`config.mk`:
```
export PLATFORM = sky130hd
export DESIGN_NAME = sdp_div
export DESIGN_NICKNAME = d
export VERILOG_FILES = /design/src/rtl/sdp_pkg.sv /design/src/rtl/sdp_div.sv
export SDC_FILE = /design/constraint.sdc
export NUM_CORES = 1
export LEC_CHECK = 0
export ABC_AREA = 0
export BUFFER_PORTS_ARGS = -buffer_cell sky130_fd_sc_hd__buf_2
export CAP_MARGIN = 20
export CORE_MARGIN = 8
export CORE_UTILIZATION = 54
export CTS_CLUSTER_DIAMETER = 60
export DETAILED_ROUTE_END_ITERATION = 7
export PLACE_DENSITY = 0.78
export SLEW_MARGIN = 30
export SYNTH_ARGS = -nofsm -noshare
export SYNTH_HDL_FRONTEND = slang
export SYNTH_SLANG_ARGS = --single-unit
```
`constraint.sdc`:
```
create_clock -name clk_i -period 4.05 [get_ports clk_i]
set_input_delay 0.6075 -clock clk_i [delete_from_list [all_inputs] [get_ports clk_i]]
set_output_delay 0.6075 -clock clk_i [all_outputs]
set_load 0.005 [all_outputs]
```
`src/rtl/sdp_pkg.sv`:
```
// Shared widths, constants and types of the stroke dab placer.
// Used by every module of the block; depends on nothing.
package sdp_pkg;

  localparam int COORD_W   = 32;  // coordinate, Q23.8
  localparam int PRES_W    = 12;  // pen pressure
  localparam int PEN_W     = 16;  // pen width, Q8.8
  localparam int LEN_W     = 48;  // running arc length
  localparam int SEGL_W    = 36;  // one segment length, ten times the largest distance
  localparam int FRAC_W    = 17;  // fraction along a segment, Q16 up to one
  localparam int QS_W      = 32;  // fraction increment per dab
  localparam int QACC_W    = 34;  // fraction accumulator with headroom
  localparam int DVD_W     = 52;  // divider dividend and quotient
  localparam int CNT_W     = 6;   // iteration counters
  localparam int MAX_DABS  = 64;
  localparam int EMIT_W    = $clog2(MAX_DABS + 1);
  localparam int SQ_W      = 2 * COORD_W + 1;  // dx^2 + dy^2
  localparam int RAD_W     = SQ_W + 7;         // times the length scale of 100
  localparam int ROOT_W    = RAD_W / 2;

  // Arc length unit is 1/2560 of a coordinate unit; with eight fraction bits
  // the squared scale 2560^2 / 2^16 is 100.
  localparam int LEN_SCALE = 100;

  localparam logic [PEN_W-1:0] PEN_RESET = 16'd256;

  // floor(v / 5) for v below 2^18
  localparam logic [15:0] DIV5_MUL   = 16'd52429;
  localparam int          DIV5_SHIFT = 18;

  typedef struct packed {
    logic [COORD_W-1:0] x0;
    logic [COORD_W-1:0] adx;
    logic               sx;
    logic [COORD_W-1:0] y0;
    logic [COORD_W-1:0] ady;
    logic               sy;
    logic [PRES_W-1:0]  p0;
    logic [PRES_W-1:0]  adp;
    logic               sp;
    logic [FRAC_W-1:0]  f0;
    logic [SEGL_W-1:0]  r0;
    logic [QS_W-1:0]    qs;
    logic [SEGL_W-1:0]  rs;
    logic [SEGL_W-1:0]  len;
    logic [EMIT_W-1:0]  emit;
    logic               trunc;
  } desc_t;

  typedef struct packed {
    logic               start;
    logic [DVD_W-1:0]   dividend;  // aligned to the top bit
    logic [SEGL_W-1:0]  divisor;
    logic [CNT_W-1:0]   nbits;
  } div_req_t;

  typedef struct packed {
    logic               done;
    logic [DVD_W-1:0]   quo;
    logic [SEGL_W-1:0]  rem;
  } div_rsp_t;

endpackage

```
`src/rtl/sdp_div.sv`:
```
// Bit-serial restoring divider, one quotient bit per cycle.
// Depends on sdp_pkg.
module sdp_div (
  input  logic              clk_i,
  input  logic              rst_ni,
  input  sdp_pkg::div_req_t req_i,
  output sdp_pkg::div_rsp_t rsp_o
);
  import sdp_pkg::*;

  logic              busy_q, busy_d;
  logic [CNT_W-1:0]  cnt_q, cnt_d;
  logic [DVD_W-1:0]  dq_q, dq_d;
  logic [SEGL_W-1:0] rem_q, rem_d;
  logic [SEGL_W-1:0] dvs_q, dvs_d;
  logic [SEGL_W:0]   rem_sh;
  logic              ge;

  assign rem_sh = {rem_q, dq_q[DVD_W-1]};
  assign ge     = rem_sh >= {1'b0, dvs_q};

  always_comb begin
    busy_d = busy_q;
    cnt_d  = cnt_q;
    dq_d   = dq_q;
    rem_d  = rem_q;
    dvs_d  = dvs_q;
    if (req_i.start) begin
      busy_d = 1'b1;
      cnt_d  = req_i.nbits;
      dq_d   = req_i.dividend;
      rem_d  = '0;
      dvs_d  = req_i.divisor;
    end else if (busy_q) begin
      if (cnt_q != '0) begin
        cnt_d = cnt_q - 1'b1;
        dq_d  = {dq_q[DVD_W-2:0], ge};
        rem_d = ge ? SEGL_W'(rem_sh - {1'b0, dvs_q}) : SEGL_W'(rem_sh);
      end else begin
        busy_d = 1'b0;
      end
    end
  end

  always_ff @(posedge clk_i or negedge rst_ni) begin
    if (!rst_ni) begin
      busy_q <= 1'b0;
      cnt_q  <= '0;
    end else begin
      busy_q <= busy_d;
      cnt_q  <= cnt_d;
    end
  end

  always_ff @(posedge clk_i) begin
    dq_q  <= dq_d;
    rem_q <= rem_d;
    dvs_q <= dvs_d;
  end

  assign rsp_o.done = busy_q && (cnt_q == '0);
  assign rsp_o.quo  = dq_q;
  assign rsp_o.rem  = rem_q;

endmodule

```
==> results.json <==
{
  "status": "finished, final reports clean",
  "slowest_delay_ns": 0.67,
  "fmax_mhz": 319,
  "ant_nets": 0,
  "cts_tree": "done",
  "maxCapViolCount": 0,
  "dieArea_um2": 17800,
  "grt_pass1_wl_um": 31300,
  "numCtsBuffers": 17,
  "synth_most_common_cell": "edfxtp_1",
  "hold_violations": 0,
  "synth_area_per_cell_um2": 10.4,
  "ys_warn_count": 0,
  "powerDensity_nw_per_um2": 694,
  "maxSlewViolCount": 0,
  "drtIter0Drc": 395,
  "gr-total-overflow": 0,
  "root_buffer": "clkbuf_16",
  "gp_congestion": 0.893,
  "synth_edf_count": 88,
  "antenna_found_initial": 0,
  "die_x_um": 133,
  "ys_top_cells_by_count": "88 x edfxtp_1, 82 x nand2_1, 64 x a21oi_1",
  "ys_seq_area_share_pct": 47.5,
  "drive_above_1_share_pct": 33.6,
  "crit_path_frequent_cell": "and3_1",
  "drc": 0,
  "cp-start-kind": "flop",
  "place.detailed.hpwl_um": 14200,
  "rows": 43,
  "worst_ir_drop_vdd_mv": 0.439,
  "crit_chain": "ha_1 -> and4_1 -> and3_1 -> and3_1 -> a21oi_1 -> o21a_1 -> o31ai_2 -> nor2_4 -> nand2_1 -> a311oi_1",
  "area_delta_synth_final_pct": 21.6,
  "ios": 186,
  "ys_types": 67,
  "critPathKind": "reg -> reg",
  "register_area_um2": 3540,
  "routed_wl_um": 19700,
  "tns_ns": 0,
  "core_um2": 13700,
  "grt.total_usage_pct": 22.1,
  "multi_input_area_um2": 3570,
  "via_count": 6053,
  "path_max_fanout": 32,
  "initial_core_util_pct": 54.5,
  "postCtsSetupBuffers": 0,
  "grt_pass1_vias": 6103,
  "cp.arrival_ns": 3.47,
  "final_nets": 1025,
  "syn_inst": 716,
  "synth-main-ff-cell": "edfxtp_1",
  "clkLatencyLatePin_ns": 0.43,
  "fp.dieH_um": 133,
  "async_flop_share_pct": 5.34,
  "crit_path_end_kind": "flop",
  "place.port_buffers": 185,
  "ys_top_cells_by_area": "edfxtp_1 35%, dfxtp_1 9.7%, mux2_2 7.9%",
  "worst_pin_slew_ns": 0.903,
  "grt_max_degree": 78,
  "cts_max_level": 4,
  "p_leak_nw": 4.01,
  "finClkSkew_ns": 0.0156,
  "hp-class": "in -> reg",
  "fillers": 1144,
  "cts_sinks": 131,
  "synth_top_area_share_pct": 35.5,
  "netlist_area_um2": 7450,
  "clk_path_buf_depth": 2,
  "diodes": 0,
  "setup_violations": 0,
  "ys_ff_latch": 131,
  "period_minus_slack_ns": 3.14,
  "whs_ns": 0.342,
  "path_clk_slew_ns": 0.07,
  "detail_route.wl_per_cell_um": 18.2,
  "synth_nets": 852,
  "firstDrtPassIters": 6,
  "yosys.area.top_type": "edfxtp_1",
  "rsz0062_at_grt": "no",
  "cp_slowest_cell": "nor2_4",
  "cts_resized": 0,
  "min_period_over_period_pct": 77.4,
  "cp.required_ns": 4.38,
  "avgViaCountPerCell": 5.59,
  "max_slew_margin_pct": 39.8
}
-- cell usage in the layout, fill, tap and decap left out, types with 3 or more instances in the layout --
cell       synthesis  routed
a21oi_2            4       4
edfxtp_1          88      88
inv_6              0       6
buf_2             11     184
nand3_1           12      12
dfxtp_1           36      36
a211oi_1           5       5
mux2i_1            5       5
nand4_1            7       7
mux2_2            52      52
buf_4              3       7
and3_1             7       7
o21ai_0           44      44
a21oi_1           64      64
o21ai_1            3       3
a311oi_1          17      17
o21a_1             5       5
xnor2_1           21      21
a21boi_0           3       3
dfrtp_1            7       7
ha_1              38      38
a21o_1            15      15
nand2b_1           6       6
xor2_1            11      11
nor4_1             3       3
clkinv_4           0       3
nor2_1            36      36
nand2_1           82      81
a31oi_1            6       6
o21ai_4            3       3
o211ai_1           8       8
inv_1             43      43
clkbuf_16          0      17
o21bai_1           3       3
or3_1              3       3
nor3_1             4       4
-- cells by family after synthesis --
| family | Yosys count | share of synthesized area [%] |
|---|---|---|
| muxes | 58 | 8.68 |
| AOI/OAI and AO/OA | 194 | 17.2 |
| buffers and inverters | 82 | 4.67 |
| DFF | 131 | 47.5 |
| and+or+nand+nor | 180 | 11.6 |
| adders and majority gates | 39 | 6.65 |
| xor gates and xnor gates | 32 | 3.76 |
-- cell type report --
| type | instances | share of cell area, % |
|---|---|---|
| tap | 180 | 2.49 |
| inverter | 44 | 1.82 |
| multi-input combinational | 503 | 39.4 |
| clock buffer | 18 | 4.85 |
| clock inverter | 14 | 1.55 |
| timing repair buffer | 192 | 10.9 |
| sequential | 131 | 39.1 |
-- layer usage --
layer / up-vias / part of all wire [%] / GRT usage (%) / wire (um)
li1: 2964 / - / - / -
met4: 0 / 2.3 / 9.48 / 445
met3: 30 / 10 / 9.83 / 1990
met1: 2828 / 40 / 24.6 / 7830
met2: 231 / 48 / 35.8 / 9410
met5: - / 0 / 0 / 0
-- power breakdown --
part / switching, W / internal [W]
combinational: 0.00158 / 0.00115
sequential: 0.000262 / 0.00177
clock: 0.000653 / 0.000877
-- timing repair --
item | CTS | global route
hold buffers | 1 | 0
setup endpoints to repair | 0 | 0
endpoints found under the hold margin | 7 | 0
-- final timing paths --
kind	start	end	slack (ns)	depth (start not counted)
worst max-delay path	rem_q[28]$_SDFFE_PP0P_	rem_q[2]$_SDFFE_PP0P_	0.91	10
worst min-delay path	req_i[37]	dvs_q[31]$_DFFE_PP_	0.34	1
worst max register to register	rem_q[28]$_SDFFE_PP0P_	rem_q[2]$_SDFFE_PP0P_	0.91	10
worst min register to register	rem_q[17]$_SDFFE_PP0P_	rem_q[18]$_SDFFE_PP0P_	0.52	2
max in group asynchronous	rst_ni	cnt_q[3]$_DFFE_PN0P_	3.34	2
min in group asynchronous	rst_ni	cnt_q[5]$_DFFE_PN0P_	0.55	2
-- per-stage QoR --
step	utilization, %	power, W	setup slack, ns	instance area [um2]	std cells
floorplan	-	0.00400	1.06	7450	716
global placement	62.0	0.00473	0.988	8470	1049
detailed placement	62.0	0.00476	0.945	8470	1049
CTS	66.3	0.00632	0.878	9060	1082
global route	66.3	0.00672	0.638	9060	1082
finish	66.3	0.00629	0.914	9060	1082
-- critical path, delay by kind of cell (launching register included) --
| kind | cells | cell delay, ns |
|---|---|---|
| simple gates | 5 | 1.51 |
| compound gates | 4 | 0.81 |
| fa+ha+maj | 1 | 0.39 |
| flops | 1 | 0.33 |
-- registers in the layout, indices dropped and copies added (netlist names) --
signal	cells
dq_q	52
cnt_q	6
rem_q	36
dvs_q	36
busy_q	1
No activity file was read; power rests on OpenSTA's default activity.
