<file path="config.mk">
export PLATFORM = sky130hd
export DESIGN_NAME = sdp_queue
export DESIGN_NICKNAME = d
export VERILOG_FILES = /design/src/rtl/sdp_pkg.sv /design/src/rtl/sdp_queue.sv
export SDC_FILE = /design/constraint.sdc
export NUM_CORES = 1
export LEC_CHECK = 0
export ABC_AREA = 0
export BUFFER_PORTS_ARGS = -buffer_cell sky130_fd_sc_hd__buf_2
export CORE_AREA = 2 2 252 254
export DETAILED_ROUTE_END_ITERATION = 10
export DIE_AREA = 0 0 254 256
export PLACE_DENSITY_LB_ADDON = 0.3
export SLEW_MARGIN = 5
export SYNTH_ARGS = -nofsm -noshare
export SYNTH_HDL_FRONTEND = slang
export SYNTH_SLANG_ARGS = --single-unit
</file>
<file path="constraint.sdc">
create_clock -name clk_i -period 24.2 [get_ports clk_i]
set_input_delay 1.21 -clock clk_i [delete_from_list [all_inputs] [get_ports clk_i]]
set_output_delay 1.21 -clock clk_i [all_outputs]
set_load 0.1 [all_outputs]
</file>
<file path="src/rtl/sdp_pkg.sv">
// Shared widths, constants and types of the stroke dab placer.
// Used by every module of the block; depends on nothing.
package sdp_pkg;

  localparam int COORD_W   = 32;  // coordinate, Q23.8
  localparam int PRES_W    = 12;  // pen pressure
  localparam int PEN_W     = 16;  // pen width, Q8.8
  localparam int LEN_W     = 48;  // running arc length
  localparam int SEGL_W    = 36;  // one segment length, ten times the largest distance
  localparam int FRAC_W    = 17;  // fraction along a segment, Q16 up to one
  localparam int QS_W      = 32;  // fraction increment per dab
  localparam int QACC_W    = 34;  // fraction accumulator with headroom
  localparam int DVD_W     = 52;  // divider dividend and quotient
  localparam int CNT_W     = 6;   // iteration counters
  localparam int MAX_DABS  = 64;
  localparam int EMIT_W    = $clog2(MAX_DABS + 1);
  localparam int SQ_W      = 2 * COORD_W + 1;  // dx^2 + dy^2
  localparam int RAD_W     = SQ_W + 7;         // times the length scale of 100
  localparam int ROOT_W    = RAD_W / 2;

  // Arc length unit is 1/2560 of a coordinate unit; with eight fraction bits
  // the squared scale 2560^2 / 2^16 is 100.
  localparam int LEN_SCALE = 100;

  localparam logic [PEN_W-1:0] PEN_RESET = 16'd256;

  // floor(v / 5) for v below 2^18
  localparam logic [15:0] DIV5_MUL   = 16'd52429;
  localparam int          DIV5_SHIFT = 18;

  typedef struct packed {
    logic [COORD_W-1:0] x0;
    logic [COORD_W-1:0] adx;
    logic               sx;
    logic [COORD_W-1:0] y0;
    logic [COORD_W-1:0] ady;
    logic               sy;
    logic [PRES_W-1:0]  p0;
    logic [PRES_W-1:0]  adp;
    logic               sp;
    logic [FRAC_W-1:0]  f0;
    logic [SEGL_W-1:0]  r0;
    logic [QS_W-1:0]    qs;
    logic [SEGL_W-1:0]  rs;
    logic [SEGL_W-1:0]  len;
    logic [EMIT_W-1:0]  emit;
    logic               trunc;
  } desc_t;

  typedef struct packed {
    logic               start;
    logic [DVD_W-1:0]   dividend;  // aligned to the top bit
    logic [SEGL_W-1:0]  divisor;
    logic [CNT_W-1:0]   nbits;
  } div_req_t;

  typedef struct packed {
    logic               done;
    logic [DVD_W-1:0]   quo;
    logic [SEGL_W-1:0]  rem;
  } div_rsp_t;

endpackage

</file>
<file path="src/rtl/sdp_queue.sv">
// Two-entry descriptor queue between front end and dab generator.
// Depends on sdp_pkg.
module sdp_queue (
  input  logic           clk_i,
  input  logic           rst_ni,
  input  logic           push_i,
  input  sdp_pkg::desc_t desc_i,
  output logic           full_o,
  input  logic           pop_i,
  output sdp_pkg::desc_t desc_o,
  output logic           empty_o
);
  import sdp_pkg::*;

  desc_t       mem_q [2];
  logic        wr_q, rd_q;
  logic [1:0]  cnt_q;

  assign full_o  = cnt_q == 2'd2;
  assign empty_o = cnt_q == 2'd0;
  assign desc_o  = mem_q[rd_q];

  always_ff @(posedge clk_i or negedge rst_ni) begin
    if (!rst_ni) begin
      wr_q  <= 1'b0;
      rd_q  <= 1'b0;
      cnt_q <= '0;
    end else begin
      if (push_i) begin
        wr_q <= !wr_q;
      end
      if (pop_i) begin
        rd_q <= !rd_q;
      end
      cnt_q <= cnt_q + {1'b0, push_i} - {1'b0, pop_i};
    end
  end

  always_ff @(posedge clk_i) begin
    if (push_i) begin
      mem_q[wr_q] <= desc_i;
    end
  end

endmodule

</file>
==> impl_metrics.sql <==
INSERT INTO impl_metrics (metric_group, metric, value, unit) VALUES
('floorplanning', 'die-height', '256', 'um'),
('timing', 'fmax', '159', 'MHz'),
('grt', 'total_routing_resource_utilization_after_global_routing', '16.3', '%'),
('clocking', 'clock_sink_count', '644', ''),
('layout', 'flow.area_growth_from_synthesis', '24.4', '%'),
('run', 'count_of_maximum_capacitance_violations', '0', ''),
('grt', 'first_global_vias', '12900', ''),
('place', 'globalplace.congestion', '0.836', ''),
('clocking', 'tritoncts', 'yes', ''),
('timing', 'timing.final.setup_violations', '0', ''),
('grt', 'grt_start_max_net_pins', '146', ''),
('synthesis', 'yosys_warnings', '0', ''),
('drt', 'antenna_violating_nets_post_route', '0', ''),
('layout', 'final_area', '0.0307', 'mm^2'),
('floorplanning', 'design.core.area', '0.0624', 'mm^2'),
('grt', 'globalRouteMet1Util', '16.9', '%'),
('drt', 'drt_wl_cell', '20.8', 'um'),
('timing', 'final.setup_skew', '0.0188', 'ns'),
('drt', 'vias', '12000', ''),
('drt', 'remaining_drc_errors', '0', ''),
('timing', 'rsz0062_at_grt', 'no', ''),
('critical_path', 'worst_setup_path_start_kind', 'flop', ''),
('drt', 'finalWirelength', '54.4', 'mm'),
('synthesis', 'synth.yosys.seq_area_share', '78.1', '%'),
('critical_path', 'timing_worst_setup_path_type', 'reg2out', ''),
('timing', 'final_max_slew_viol_count', '0', ''),
('floorplanning', 'fp-row-count', '92', ''),
('grt', 'global_route_wire_length_before_repair', '78.5', 'mm'),
('synthesis', 'mappedNetlistArea', '0.0247', 'mm^2'),
('place', 'dp_hpwl', '37.8', 'mm'),
('layout', 'num-nets-final', '2027', ''),
('timing', 'finalCriticalPeriod', '6.28', 'ns'),
('grt', 'number_of_antenna_violations_at_the_first_check_in_global_routing', '24', ''),
('floorplanning', 'chipWidth', '254', 'um'),
('place', 'placement.cell_area', '0.0285', 'mm^2'),
('timing', 'timing_hold_violations_final', '0', ''),
('critical_path', 'crit_path_end_kind', 'output pin', ''),
('floorplanning', 'ios', '646', ''),
('layout', 'layout.core_utilization', '49.3', '%'),
('synthesis', 'postSynthCellCount', '1011', ''),
('floorplanning', 'start_util', '39.6', '%'),
('synthesis', 'synth.lib_cells_used.distinct', '15', ''),
('timing', 'actual_transition_at_the_worst_max_transition_pin', '1.09', 'ns'),
('min_path', 'hold_class', 'in2async', ''),
('clocking', 'hold_buffers', '0', ''),
('timing', 'maxSlewHeadroom', '27.1', '%'),
('drt', 'route.detailed.vias_per_inst', '4.59', ''),
('timing', 'final_min_period_over_clock_period', '25.9', '%'),
('clocking', 'cts-buffers-inserted', '68', ''),
('timing', 'setup-tns-final', '0', 'ns'),
('grt', 'grt_most_used_layer', 'met2', ''),
('clocking', 'cts_buffer_depth', '3', ''),
('synthesis', 'avgSynthCellArea', '24.5', 'um^2'),
('grt', 'grt_util_met3', '6.68', '%'),
('synthesis', 'synth.net_count', '1337', ''),
('clocking', 'root_buffer', 'sky130_fd_sc_hd__clkbuf_16', ''),
('grt', 'grtUsageMet2', '28.4', '%'),
('drt', 'first_pass_iters', '4', ''),
('grt', 'grt_remaining_overflow', '0', ''),
('status', 'outcome', 'completed', ''),
('clocking', 'post_cts.repair.setup_buffers', '0', ''),
('critical_path', 'cp.arrival', '5.07', 'ns'),
('layout', 'drive_above_1_share', '61.0', '%'),
('critical_path', 'cp.required', '22.99', 'ns'),
('clocking', 'worst_setup_hold_path_clk_slew', '0.05', 'ns'),
('clocking', 'clk_latency', '0.59', 'ns'),
('floorplanning', 'die_area', '0.0650', 'mm^2'),
('clocking', 'post_cts_resized', '0', ''),
('synthesis', 'synth.ff_latch_count', '644', ''),
('critical_path', 'worstPathMaxFanout', '62', ''),
('place', 'place.port_buffers', '645', ''),
('clocking', 'clock_tree.htree_level_count', '3', ''),
('drt', 'drt_iter0_drc', '719', '');
[worst max-delay path, cell delays in order, from the launching register on]
cell and delay, ns:
sky130_fd_sc_hd__dfrtp_4 0.80, sky130_fd_sc_hd__buf_4 0.90, sky130_fd_sc_hd__buf_4 0.89, sky130_fd_sc_hd__buf_4 0.94
sky130_fd_sc_hd__mux2_4 0.31, sky130_fd_sc_hd__buf_2 0.42
[cells in the final DEF, fill, tap and decap left out]
cell type	count
sky130_fd_sc_hd__buf_2	645
sky130_fd_sc_hd__edfxtp_1	640
sky130_fd_sc_hd__mux2_4	290
sky130_fd_sc_hd__clkbuf_16	70
sky130_fd_sc_hd__mux2_2	30
sky130_fd_sc_hd__clkbuf_1	19
sky130_fd_sc_hd__diode_2	14
sky130_fd_sc_hd__clkinv_1	12
sky130_fd_sc_hd__buf_4	9
sky130_fd_sc_hd__clkinv_2	7
sky130_fd_sc_hd__bufinv_16	6
sky130_fd_sc_hd__inv_16	3
sky130_fd_sc_hd__dfrtp_1	3
sky130_fd_sc_hd__inv_1	2
sky130_fd_sc_hd__xor2_1	2
sky130_fd_sc_hd__ha_1	2
sky130_fd_sc_hd__inv_6	2
sky130_fd_sc_hd__buf_12	2
sky130_fd_sc_hd__xor3_1	1
sky130_fd_sc_hd__nor2b_4	1
sky130_fd_sc_hd__nor2_1	1
sky130_fd_sc_hd__nor2b_1	1
sky130_fd_sc_hd__and2_4	1
sky130_fd_sc_hd__clkinv_16	1
sky130_fd_sc_hd__clkinvlp_4	1
sky130_fd_sc_hd__dfrtp_4	1
[area by class of cell]
class | count | area (um^2)
sequential | 644 | 19300
multi-input combinational | 329 | 4790
clock buffer | 89 | 1820
fill | 5275 | 31600
timing repair buffer | 656 | 3340
clock inverter | 32 | 375
inverter | 2 | 7.51
antenna | 14 | 35.0
tap | 846 | 1060
[metal layers]
metal	wire length (um)	share of wire (%)
met3	5320	9.8
met5	102	0.19
met4	2030	3.7
met2	27900	51
met1	19100	35
[final timing paths]
check | slack, ns | startpoint | to | depth (start not counted)
setup / recovery | 17.92 | rd_q$_DFFE_PN0P_ | desc_o[107] | 5
hold / removal | 0.41 | rst_ni | cnt_q[1]$_DFF_PN0_ | 1
setup reg to reg | 20.66 | wr_q$_DFFE_PN0P_ | mem_q[0][108]$_DFFE_PP_ | 3
hold reg to reg | 0.55 | wr_q$_DFFE_PN0P_ | wr_q$_DFFE_PN0P_ | 1
max in group asynchronous | 23.65 | rst_ni | rd_q$_DFFE_PN0P_ | 1
min in group clk_i | 0.55 | wr_q$_DFFE_PN0P_ | wr_q$_DFFE_PN0P_ | 1
[registers in the layout, indices dropped and copies added, names as in the netlist]
signal and cells:
cnt_q 2, mem_q 640, rd_q 1, wr_q 1
[logic make-up after synthesis]
family | after synthesis | synth area share, %
buf+inv | 38 | 2.53
flops | 644 | 78.1
fa+ha+maj | 2 | 0.101
simple gates | 4 | 0.0911
mux | 320 | 19.0
xor+xnor | 3 | 0.167
[synth_stat cells]
library cell	n	area (um^2)
sky130_fd_sc_hd__and2_1	1	6.26
sky130_fd_sc_hd__buf_8	10	150
sky130_fd_sc_hd__edfxtp_1	640	19200
sky130_fd_sc_hd__nor2_1	1	3.75
sky130_fd_sc_hd__xor2_1	2	17.5
sky130_fd_sc_hd__buf_2	3	15.0
sky130_fd_sc_hd__dfrtp_1	4	100
sky130_fd_sc_hd__nor2b_1	2	12.5
sky130_fd_sc_hd__mux2_2	30	338
sky130_fd_sc_hd__inv_1	2	7.51
sky130_fd_sc_hd__xor3_1	1	23.8
sky130_fd_sc_hd__buf_6	1	11.3
sky130_fd_sc_hd__mux2_4	290	4350
sky130_fd_sc_hd__buf_12	22	440
sky130_fd_sc_hd__ha_1	2	25.0
[through the flow]
step	hold WS, ns	std cells	worst slack (ns)
2_1_floorplan	0.455	1011	8.19
3_3_place_gp	0.528	2477	18.64
3_5_place_dp	0.540	2477	18.52
4_1_cts	0.363	2598	17.84
5_1_grt	0.387	2608	17.65
6_report	0.413	2612	17.92
Power is not shown: default switching activity piles up to over one toggle a cycle in this logic, so the estimate is an artifact.
